[config.mk]
export PLATFORM = sky130hd
export DESIGN_NAME = stack_language_line_lexer_top
export DESIGN_NICKNAME = d
export VERILOG_FILES = /design/src/hdl/sllex_pkg.sv /design/src/hdl/sllex_front.sv /design/src/hdl/sllex_fifo.sv /design/src/hdl/sllex_back.sv /design/src/hdl/stack_language_line_lexer_top.sv
export SDC_FILE = /design/constraint.sdc
export NUM_CORES = 2
export LEC_CHECK = 0
export CAP_MARGIN = 40
export CELL_PAD_IN_SITES_DETAIL_PLACEMENT = 2
export CELL_PAD_IN_SITES_GLOBAL_PLACEMENT = 2
export CORE_MARGIN = 2
export CORE_UTILIZATION = 45
export DETAILED_ROUTE_END_ITERATION = 8
export DONT_BUFFER_PORTS = 1
export PLACE_DENSITY = 0.82
export SLEW_MARGIN = 20
export SYNTH_ARGS = -nofsm -noshare
export SYNTH_HDL_FRONTEND = slang
export SYNTH_SLANG_ARGS = --single-unit
[constraint.sdc]
create_clock -name aclk -period 14.4 [get_ports aclk]
set_clock_uncertainty 0.2 [all_clocks]
set_input_delay 3.6 -clock aclk [delete_from_list [all_inputs] [get_ports aclk]]
set_output_delay 3.6 -clock aclk [all_outputs]
set_load 0.005 [all_outputs]
[src/hdl/sllex_pkg.sv]
// ----------------------------------------------------------------------------
// sllex_pkg
// Shared types, codes and helpers for the stack language line lexer.
// ----------------------------------------------------------------------------
package sllex_pkg;

    localparam int FIFO_DEPTH = 4;

    localparam logic [7:0] CH_SPACE   = 8'd32;
    localparam logic [7:0] CH_QUOTE   = 8'd34;
    localparam logic [7:0] CH_NEWLINE = 8'd10;
    localparam logic [7:0] CH_ZERO    = 8'd48;
    localparam logic [7:0] CH_NINE    = 8'd57;
    localparam logic [7:0] CH_PLUS    = 8'd43;
    localparam logic [7:0] CH_MINUS   = 8'd45;

    localparam logic [7:0] CFG_FIRST_RST  = 8'd47;
    localparam logic [7:0] CFG_SECOND_RST = 8'd47;

    localparam logic [63:0] LIM_POS = 64'h7FFF_FFFF_FFFF_FFFF;
    localparam logic [63:0] LIM_NEG = 64'h8000_0000_0000_0000;

    localparam logic [1:0] REC_TEXT = 2'd0;
    localparam logic [1:0] REC_END  = 2'd1;
    localparam logic [1:0] REC_EOC  = 2'd2;

    localparam logic [1:0] KIND_WORD    = 2'd0;
    localparam logic [1:0] KIND_INT     = 2'd1;
    localparam logic [1:0] KIND_STRING  = 2'd2;
    localparam logic [1:0] KIND_UNTERM  = 2'd3;

    localparam logic REG_FIRST  = 1'b0;
    localparam logic REG_SECOND = 1'b1;

    typedef enum logic [2:0] {
        M_IDLE,
        M_HELD,
        M_WORD,
        M_STRING,
        M_COMMENT
    } mode_t;

    typedef struct packed {
        logic neg;
        logic sgn;
        logic digit;
        logic numeric;
        logic ovf;
    } nf_t;

    typedef struct packed {
        nf_t         nf;
        logic [63:0] mag;
    } num_t;

    // records produced by one input byte: text bytes, then end, then eoc
    typedef struct packed {
        logic [1:0]  ntext;
        logic [7:0]  t0;
        logic [7:0]  t1;
        logic        has_end;
        logic [1:0]  kind;
        logic [31:0] row;
        logic [15:0] col;
        logic [63:0] val;
        logic [15:0] len;
        logic        has_eoc;
    } bundle_t;

    // one byte of a word through the number recognizer
    function automatic num_t word_byte(num_t s, logic [7:0] c);
        num_t        r;
        logic [67:0] prod;
        logic [63:0] lim;
        r    = s;
        lim  = s.nf.neg ? LIM_NEG : LIM_POS;
        prod = {1'b0, s.mag, 3'b000} + {3'b000, s.mag, 1'b0}
             + {64'd0, 4'(c - CH_ZERO)};
        if (s.nf.numeric) begin
            if (c >= CH_ZERO && c <= CH_NINE) begin
                r.nf.digit = 1'b1;
                if (!s.nf.ovf) begin
                    if (prod > {4'd0, lim}) begin
                        r.nf.ovf = 1'b1;
                    end else begin
                        r.mag = prod[63:0];
                    end
                end
            end else if (!s.nf.digit && !s.nf.sgn && (c == CH_PLUS || c == CH_MINUS)) begin
                r.nf.sgn = 1'b1;
                r.nf.neg = (c == CH_MINUS);
            end else if (!s.nf.digit && !s.nf.sgn
                         && (c == 8'd9 || c == 8'd11 || c == 8'd12 || c == 8'd13)) begin
                r = s;
            end else begin
                r.nf.numeric = 1'b0;
            end
        end
        return r;
    endfunction

endpackage

[src/hdl/sllex_front.sv]
// ----------------------------------------------------------------------------
// sllex_front
// Classifies one source byte per cycle when accepted and builds its records.
// ----------------------------------------------------------------------------
module sllex_front (
    input  logic              aclk,
    input  logic              aresetn,
    input  logic              accept,
    input  logic [7:0]        ch,
    input  logic              is_end,
    input  logic [7:0]        cfg_first,
    input  logic [7:0]        cfg_second,
    output logic              push,
    output sllex_pkg::bundle_t bundle
);
    import sllex_pkg::*;

    mode_t       mode_reg,  mode_next;
    logic [7:0]  held_reg,  held_next;
    logic [31:0] row_reg,   row_next;
    logic        ls_reg,    ls_next;
    logic [15:0] col_reg,   col_next;
    logic [15:0] tcol_reg,  tcol_next;
    logic [15:0] tlen_reg,  tlen_next;
    num_t        num_reg,   num_next;

    always_comb begin
        logic       do_begin;
        logic       do_tok;
        logic       do_fin;
        logic [7:0] b;
        logic [15:0] p;
        num_t       zero_num;

        mode_next = mode_reg;
        held_next = held_reg;
        row_next  = row_reg;
        ls_next   = ls_reg;
        col_next  = col_reg;
        tcol_next = tcol_reg;
        tlen_next = tlen_reg;
        num_next  = num_reg;
        bundle    = '0;
        do_begin  = 1'b0;
        do_tok    = 1'b0;
        do_fin    = 1'b0;
        b         = ch;
        p         = col_reg;
        zero_num  = '0;
        zero_num.nf.numeric = 1'b1;

        if (is_end || ch == CH_NEWLINE) begin
            if (mode_reg == M_HELD) begin
                do_begin = 1'b1;
                b        = held_reg;
                p        = tcol_reg;
            end
            do_fin = 1'b1;
        end else begin
            if (!ls_reg) begin
                ls_next = 1'b1;
                if (row_reg != '1) row_next = row_reg + 32'd1;
            end
            if (col_reg != '1) col_next = col_reg + 16'd1;
            case (mode_reg)
                M_IDLE: begin
                    if (ch == CH_SPACE) begin
                        mode_next = M_IDLE;
                    end else if (ch == cfg_first) begin
                        held_next = ch;
                        tcol_next = col_reg;
                        mode_next = M_HELD;
                    end else begin
                        do_begin = 1'b1;
                    end
                end
                M_HELD: begin
                    if (ch == cfg_second) begin
                        mode_next = M_COMMENT;
                    end else begin
                        do_begin = 1'b1;
                        b        = held_reg;
                        p        = tcol_reg;
                        do_tok   = 1'b1;
                    end
                end
                M_WORD, M_STRING: do_tok = 1'b1;
                default: mode_next = mode_reg;
            endcase
        end

        if (do_begin) begin
            tcol_next = p;
            tlen_next = '0;
            num_next  = zero_num;
            if (b == CH_QUOTE) begin
                mode_next = M_STRING;
            end else begin
                mode_next    = M_WORD;
                bundle.t0    = b;
                bundle.ntext = 2'd1;
                tlen_next    = 16'd1;
                num_next     = word_byte(zero_num, b);
            end
        end

        if (do_tok) begin
            if (mode_next == M_WORD && ch == CH_SPACE) begin
                do_fin = 1'b1;
            end else if (mode_next == M_STRING && ch == CH_QUOTE) begin
                bundle.has_end = 1'b1;
                bundle.kind    = KIND_STRING;
                mode_next      = M_IDLE;
            end else begin
                if (bundle.ntext == 2'd0) bundle.t0 = ch;
                else                      bundle.t1 = ch;
                bundle.ntext = bundle.ntext + 2'd1;
                if (tlen_next != '1) tlen_next = tlen_next + 16'd1;
                if (mode_next == M_WORD) num_next = word_byte(num_next, ch);
            end
        end

        if (do_fin) begin
            if (mode_next == M_WORD) begin
                bundle.has_end = 1'b1;
                if (num_next.nf.numeric && num_next.nf.digit && !num_next.nf.ovf) begin
                    bundle.kind = KIND_INT;
                    bundle.val  = num_next.nf.neg ? (64'd0 - num_next.mag) : num_next.mag;
                end else begin
                    bundle.kind = KIND_WORD;
                end
            end else if (mode_next == M_STRING) begin
                bundle.has_end = 1'b1;
                bundle.kind    = KIND_UNTERM;
            end
            mode_next = M_IDLE;
        end

        if (bundle.has_end) begin
            bundle.row = row_next;
            bundle.col = tcol_next;
            bundle.len = tlen_next;
        end

        if (is_end) begin
            bundle.has_eoc = 1'b1;
            mode_next = M_IDLE;
            held_next = '0;
            row_next  = '0;
            ls_next   = 1'b0;
            col_next  = '0;
            tcol_next = '0;
            tlen_next = '0;
            num_next  = '0;
        end else if (ch == CH_NEWLINE) begin
            ls_next   = 1'b0;
            col_next  = '0;
        end
    end

    assign push = accept && (bundle.ntext != 2'd0 || bundle.has_end || bundle.has_eoc);

    always_ff @(posedge aclk) begin
        if (!aresetn) begin
            mode_reg <= M_IDLE;
            held_reg <= '0;
            row_reg  <= '0;
            ls_reg   <= 1'b0;
            col_reg  <= '0;
            tcol_reg <= '0;
            tlen_reg <= '0;
            num_reg  <= '0;
        end else if (accept) begin
            mode_reg <= mode_next;
            held_reg <= held_next;
            row_reg  <= row_next;
            ls_reg   <= ls_next;
            col_reg  <= col_next;
            tcol_reg <= tcol_next;
            tlen_reg <= tlen_next;
            num_reg  <= num_next;
        end
    end

endmodule

[src/hdl/sllex_fifo.sv]
// ----------------------------------------------------------------------------
// sllex_fifo
// Short queue of record bundles between the front and back parts.
// ----------------------------------------------------------------------------
module sllex_fifo #(
    parameter int DEPTH = sllex_pkg::FIFO_DEPTH
) (
    input  logic               aclk,
    input  logic               aresetn,
    input  logic               push,
    input  sllex_pkg::bundle_t wr_data,
    input  logic               pop,
    output sllex_pkg::bundle_t rd_data,
    output logic               full,
    output logic               empty
);
    import sllex_pkg::*;

    localparam int PW = (DEPTH > 1) ? $clog2(DEPTH) : 1;
    localparam int CW = $clog2(DEPTH + 1);

    bundle_t         mem_reg [DEPTH];
    logic [PW-1:0]   wr_ptr_reg, wr_ptr_next;
    logic [PW-1:0]   rd_ptr_reg, rd_ptr_next;
    logic [CW-1:0]   cnt_reg,    cnt_next;

    assign full    = (cnt_reg == CW'(DEPTH));
    assign empty   = (cnt_reg == '0);
    assign rd_data = mem_reg[rd_ptr_reg];

    always_comb begin
        wr_ptr_next = wr_ptr_reg;
        rd_ptr_next = rd_ptr_reg;
        cnt_next    = cnt_reg;
        if (push) begin
            wr_ptr_next = (wr_ptr_reg == PW'(DEPTH - 1)) ? '0 : wr_ptr_reg + PW'(1);
        end
        if (pop) begin
            rd_ptr_next = (rd_ptr_reg == PW'(DEPTH - 1)) ? '0 : rd_ptr_reg + PW'(1);
        end
        if (push && !pop)      cnt_next = cnt_reg + CW'(1);
        else if (!push && pop) cnt_next = cnt_reg - CW'(1);
    end

    always_ff @(posedge aclk) begin
        if (!aresetn) begin
            wr_ptr_reg <= '0;
            rd_ptr_reg <= '0;
            cnt_reg    <= '0;
        end else begin
            wr_ptr_reg <= wr_ptr_next;
            rd_ptr_reg <= rd_ptr_next;
            cnt_reg    <= cnt_next;
        end
    end

    always_ff @(posedge aclk) begin
        if (push) mem_reg[wr_ptr_reg] <= wr_data;
    end

endmodule

[src/hdl/sllex_back.sv]
// ----------------------------------------------------------------------------
// sllex_back
// Unpacks queued bundles into one output beat per cycle unless stalled.
// ----------------------------------------------------------------------------
module sllex_back (
    input  logic               aclk,
    input  logic               aresetn,
    input  sllex_pkg::bundle_t head,
    input  logic               empty,
    output logic               pop,
    output logic               m_tvalid,
    input  logic               m_tready,
    output logic [143:0]       m_tdata,
    output logic [1:0]         m_tuser
);
    import sllex_pkg::*;

    logic [1:0]   sel_reg,  sel_next;
    logic         vld_reg,  vld_next;
    logic [143:0] data_reg, data_next;
    logic [1:0]   user_reg, user_next;

    logic [3:0] present;
    logic [3:0] avail;
    logic [3:0] after;
    logic [1:0] cur;
    logic       last;
    logic       load;

    // slot order: first text, second text, end record, end of content
    assign present = {head.has_eoc, head.has_end, head.ntext == 2'd2, head.ntext != 2'd0};
    assign avail   = present & (4'b1111 << sel_reg);

    always_comb begin
        cur = 2'd3;
        for (int i = 3; i >= 0; i--) begin
            if (avail[i]) cur = 2'(i);
        end
    end

    assign after = present & ~((4'b0010 << cur) - 4'd1);
    assign last  = (after == 4'd0);
    assign load  = !empty && (!vld_reg || m_tready);
    assign pop   = load && last;

    always_comb begin
        sel_next  = sel_reg;
        vld_next  = vld_reg;
        data_next = data_reg;
        user_next = user_reg;
        if (load) begin
            vld_next  = 1'b1;
            sel_next  = last ? 2'd0 : cur + 2'd1;
            data_next = '0;
            case (cur)
                2'd0: begin
                    user_next        = REC_TEXT;
                    data_next[7:0]   = head.t0;
                end
                2'd1: begin
                    user_next        = REC_TEXT;
                    data_next[7:0]   = head.t1;
                end
                2'd2: begin
                    user_next          = REC_END;
                    data_next[9:8]     = head.kind;
                    data_next[41:10]   = head.row;
                    data_next[57:42]   = head.col;
                    data_next[121:58]  = head.val;
                    data_next[137:122] = head.len;
                end
                default: user_next = REC_EOC;
            endcase
        end else if (m_tready) begin
            vld_next = 1'b0;
        end
    end

    always_ff @(posedge aclk) begin
        if (!aresetn) begin
            sel_reg <= '0;
            vld_reg <= 1'b0;
        end else begin
            sel_reg <= sel_next;
            vld_reg <= vld_next;
        end
    end

    always_ff @(posedge aclk) begin
        data_reg <= data_next;
        user_reg <= user_next;
    end

    assign m_tvalid = vld_reg;
    assign m_tdata  = data_reg;
    assign m_tuser  = user_reg;

endmodule

[src/hdl/stack_language_line_lexer_top.sv]
// ----------------------------------------------------------------------------
// stack_language_line_lexer_top
// Lexer for a small stack language, one source byte per beat.
// ----------------------------------------------------------------------------
// Input stream: s_tdata carries one source byte, s_tuser marks end of content.
// Output stream: one beat per record; m_tuser says text byte, token end or
// end of content, m_tdata carries the record fields.
// Throughput: one source byte per cycle while the output keeps up. A byte can
// cause up to three output beats, and the output port moves one beat per
// cycle, so that port sets the sustained rate when tokens are short.
// An accepted byte's records are written into the bundle queue, then loaded
// into the output register. A bundle queue of FIFO_DEPTH entries separates
// the classifier from the output; when m_tready is low the queue fills and
// s_tready drops. Reset clears all lexer state and loads both comment marker
// bytes with '/'. The user must write the comment marker bytes over the APB
// port only while idle; the block itself does not enforce it.
// ----------------------------------------------------------------------------
module stack_language_line_lexer_top #(
    parameter int FIFO_DEPTH = sllex_pkg::FIFO_DEPTH
) (
    input  logic         aclk,
    input  logic         aresetn,
    input  logic         s_tvalid,
    output logic         s_tready,
    input  logic [7:0]   s_tdata,   // [7:0] ch
    input  logic         s_tuser,   // [0] is_end
    output logic         m_tvalid,
    input  logic         m_tready,
    // [7:0] text_byte, [9:8] kind, [41:10] row, [57:42] col,
    // [121:58] int_value, [137:122] length, [143:138] zero
    output logic [143:0] m_tdata,
    output logic [1:0]   m_tuser,   // [1:0] rec
    input  logic         psel,
    input  logic         penable,
    input  logic         pwrite,
    input  logic [2:0]   paddr,
    input  logic [31:0]  pwdata,
    output logic [31:0]  prdata,
    output logic         pready
);
    import sllex_pkg::*;

    logic [7:0] cf_reg;
    logic [7:0] cs_reg;
    logic       accept;
    logic       push;
    logic       pop;
    logic       full;
    logic       empty;
    bundle_t    fbundle;
    bundle_t    head;

    assign pready = 1'b1;
    assign prdata = (paddr[2] == REG_SECOND) ? {24'd0, cs_reg} : {24'd0, cf_reg};

    always_ff @(posedge aclk) begin
        if (!aresetn) begin
            cf_reg <= CFG_FIRST_RST;
            cs_reg <= CFG_SECOND_RST;
        end else if (psel && penable && pwrite) begin
            if (paddr[2] == REG_FIRST) cf_reg <= pwdata[7:0];
            else                       cs_reg <= pwdata[7:0];
        end
    end

    assign s_tready = !full;
    assign accept   = s_tvalid && s_tready;

    sllex_front u_front (
        .aclk       (aclk),
        .aresetn    (aresetn),
        .accept     (accept),
        .ch         (s_tdata),
        .is_end     (s_tuser),
        .cfg_first  (cf_reg),
        .cfg_second (cs_reg),
        .push       (push),
        .bundle     (fbundle)
    );

    sllex_fifo #(
        .DEPTH (FIFO_DEPTH)
    ) u_fifo (
        .aclk    (aclk),
        .aresetn (aresetn),
        .push    (push),
        .wr_data (fbundle),
        .pop     (pop),
        .rd_data (head),
        .full    (full),
        .empty   (empty)
    );

    sllex_back u_back (
        .aclk     (aclk),
        .aresetn  (aresetn),
        .head     (head),
        .empty    (empty),
        .pop      (pop),
        .m_tvalid (m_tvalid),
        .m_tready (m_tready),
        .m_tdata  (m_tdata),
        .m_tuser  (m_tuser)
    );

endmodule

==> flow_metrics.env <==
export IMPL_run_status="finished, violations left"
export IMPL_failed_checks="setup timing"
export IMPL_cts_root_buffer="clkbuf_16"
export IMPL_h_tree_depth=3
export IMPL_drt_first_pass_iters=5
export IMPL_grtUsageMet1_pct=44.4
export IMPL_core_area_um2=103000
export IMPL_grt_first_pass_wirelength_um=282000
export IMPL_post_place_ws_ps=-502
export IMPL_largest_reg_flops=600
export IMPL_die_w_um=327
export IMPL_synth_distinct_cells=103
export IMPL_ir_drop_mv=0.156
export IMPL_hold_class="flop to flop"
export IMPL_fill_cells=9758
export IMPL_drc=0
export IMPL_syn_area_um2=47000
export IMPL_grt_pass1_vias=38000
export IMPL_syn_to_final_growth_pct=12.4
export IMPL_timing_final_crit_share_pct=101
export IMPL_vias_per_cell=6.98
export IMPL_multi_input_area_um2=20100
export IMPL_grt_total_usage_pct=35.8
export IMPL_power_density_nw_per_um2=148
export IMPL_die_y_um=327
export IMPL_synth_commonest_cells="740 x edfxtp_1, 290 x nand2_1, 289 x nor2_1, 269 x and2_1, 207 x ha_1"
export IMPL_vias=37300
export IMPL_nets=4141
export IMPL_fin_ws_ps=-127
export IMPL_min_period_ps=14530
export IMPL_maxCapViolCount=0
export IMPL_p_leak_nw=19.2
export IMPL_ys_seq_elements=929
export IMPL_fin_cells=5347
export IMPL_relSlewSlack_pct=16.1
export IMPL_die_area_um2=107000
export IMPL_synth_top_area_share_pct=47.3
export IMPL_clkSinkCount=929
export IMPL_grtUsageMet3_pct=6.01
export IMPL_synth_edff_count=740
export IMPL_cp_max_fo=44
export IMPL_ys_async_sr_fraction_pct=0
export IMPL_max_stage_delay_ps=690
export IMPL_required_ps=14700
export IMPL_hpwl_um=118000
export IMPL_port_buffers=0
export IMPL_gp_congestion=0.853
export IMPL_dp_cells=5131
export IMPL_drv_slew=0
export IMPL_grt_overflow=0
export IMPL_antenna_found_initial=14
export IMPL_cp_data_arrival_time_ps=14820
export IMPL_wl_per_cell_um=39.5
export IMPL_synth_yosys_warnings=0
export IMPL_start_kind="input port"
export IMPL_grt_max_degree=177
export IMPL_place_area_um2=49000
export IMPL_routed_wl_um=211000
export IMPL_slowest_stage="and3_1"
export IMPL_dr_first_iter_drc_count=4939
export IMPL_insertion_delay_ps=790
export IMPL_ys_seq_area_share_pct=55.3
export IMPL_syn_area_per_cell_um2=12.3
export IMPL_crit_path_end_kind="flop"
export IMPL_initial_core_util_pct=45.4
export IMPL_worst_pin_slew_ps=1250
export IMPL_synth_most_common_cell="edfxtp_1"
export IMPL_path_clk_slew_ps=60
export IMPL_crit_type="input port to flop"
export IMPL_fin_area_um2=52800
export IMPL_grt_most_used_layer="met2"
export IMPL_synth_top_cell_by_area="edfxtp_1"
export IMPL_setup_tns_final_ps=-2550
export IMPL_use_met2_pct=60.9
export IMPL_fmax_mhz=68.8
export IMPL_cts_tree="yes"
export IMPL_drive_gt1_share_pct=14.5
export IMPL_rows=118
export IMPL_io_pins=232
export IMPL_synth_ff_type="edfxtp_1"
export IMPL_syn_inst=3825
export IMPL_hold_viol_final=0
export IMPL_drtAntennaViolNets=0
export IMPL_cts_buffers=99
export IMPL_clockBufferDepth=3
export IMPL_setup_viol=48
export IMPL_synthTopCellsByArea="edfxtp_1 47%, dfxtp_1 8.0%, mux4_2 7.2%"
export IMPL_ff_latch_area_um2=26000
==> critical path: cells and delay by family <==
family          cells  cell delay, ps
simple gates       16            4180
compound gates     12            3470
buf+inv             6            1300
fa+ha+maj           4            1260
xor+xnor            2             540
mux                 1             370
==> final timing paths <==
path / slack [ps] / cells after the start / to / from
worst min register to register: 270 / 2 / u_front.num_reg[51]$_SDFFE_PN0P_ / u_front.num_reg[51]$_SDFFE_PN0P_
worst min-delay path: 270 / 2 / u_front.num_reg[51]$_SDFFE_PN0P_ / u_front.num_reg[51]$_SDFFE_PN0P_
worst max-delay path: -130 / 41 / u_fifo.mem_reg[0][29]$_DFFE_PP_ / s_tdata[2]
worst max register to register: 2240 / 40 / u_fifo.mem_reg[0][29]$_DFFE_PP_ / u_front.mode_reg[0]$_SDFFE_PN0P_
==> cell usage in the layout (no fill, tap or decap), types with 17 or more instances in the layout <==
cell type / n
edfxtp_1: 740
nand2_1: 289
nor2_1: 276
and2_1: 263
ha_1: 206
dfxtp_1: 187
a21oi_1: 176
o21ai_0: 169
mux4_2: 150
buf_4: 127
clkbuf_16: 100
xnor2_1: 97
xor2_1: 94
nor2b_1: 91
a22oi_1: 86
nand3_1: 68
nor3_1: 62
a21o_1: 51
nand4_1: 48
inv_1: 46
mux2i_1: 40
or3_1: 33
conb_1: 31
a21boi_0: 29
and3_1: 28
a31oi_1: 25
nand2b_1: 23
mux2_2: 23
clkbuf_1: 23
nor4_1: 18
clkinv_2: 17
==> power breakdown <==
group | internal [mW] | switching, mW
Sequential | 3.37 | 0.269
Combinational | 0.443 | 0.895
Clock | 1.49 | 1.33
==> metrics by stage <==
| step | total power, mW | util, % | hold slack (ps) |
|---|---|---|---|
| after floorplan | 4.33 | - | 236 |
| after global placement | 4.63 | 47.2 | 247 |
| after detailed placement | 4.83 | 47.4 | 262 |
| after CTS | 7.63 | 50.6 | 271 |
| after global routing | 7.95 | 51.0 | 324 |
| final | 7.80 | 51.0 | 271 |
==> what timing repair did <==
item | 4_1_cts | 5_1_grt
gates cloned | 0 | 1
pin swaps | 1 | 4
hold endpoints to repair | 0 | 0
setup buffers | 2 | 11
hold buffers | 0 | 0
setup endpoints to repair | 140 | 228
resized for setup | 4 | 31
==> kinds of logic (layout without fill, tap and decap cells) <==
kind of cell / after synthesis / after routing / share of synthesized area (%)
buf+inv: 281 / 389 / 2.63
fa+ha+maj: 210 / 210 / 5.64
flops: 929 / 929 / 55.3
mux: 217 / 217 / 8.69
simple gates: 1294 / 1295 / 14.4
other cells: 2 / 35 / 0.0160
xor+xnor: 192 / 192 / 3.58
compound gates: 700 / 700 / 9.77
==> final cells by class <==
| type | count | area share [%] |
|---|---|---|
| tap | 1380 | 3.27 |
| multi-input combinational | 2645 | 38.0 |
| clock buffer | 129 | 5.06 |
| timing repair buffer | 155 | 2.83 |
| antenna | 4 | 0.0190 |
| sequential | 929 | 49.2 |
| inverter | 50 | 0.365 |
| clock inverter | 55 | 1.20 |
==> layer usage <==
metal	wire length, um	up-vias
li1	-	14300
met1	76500	19200
met2	101000	2860
met3	19800	888
met4	14000	12
met5	137	-
Note: power is estimated with default switching activity, not from simulation.
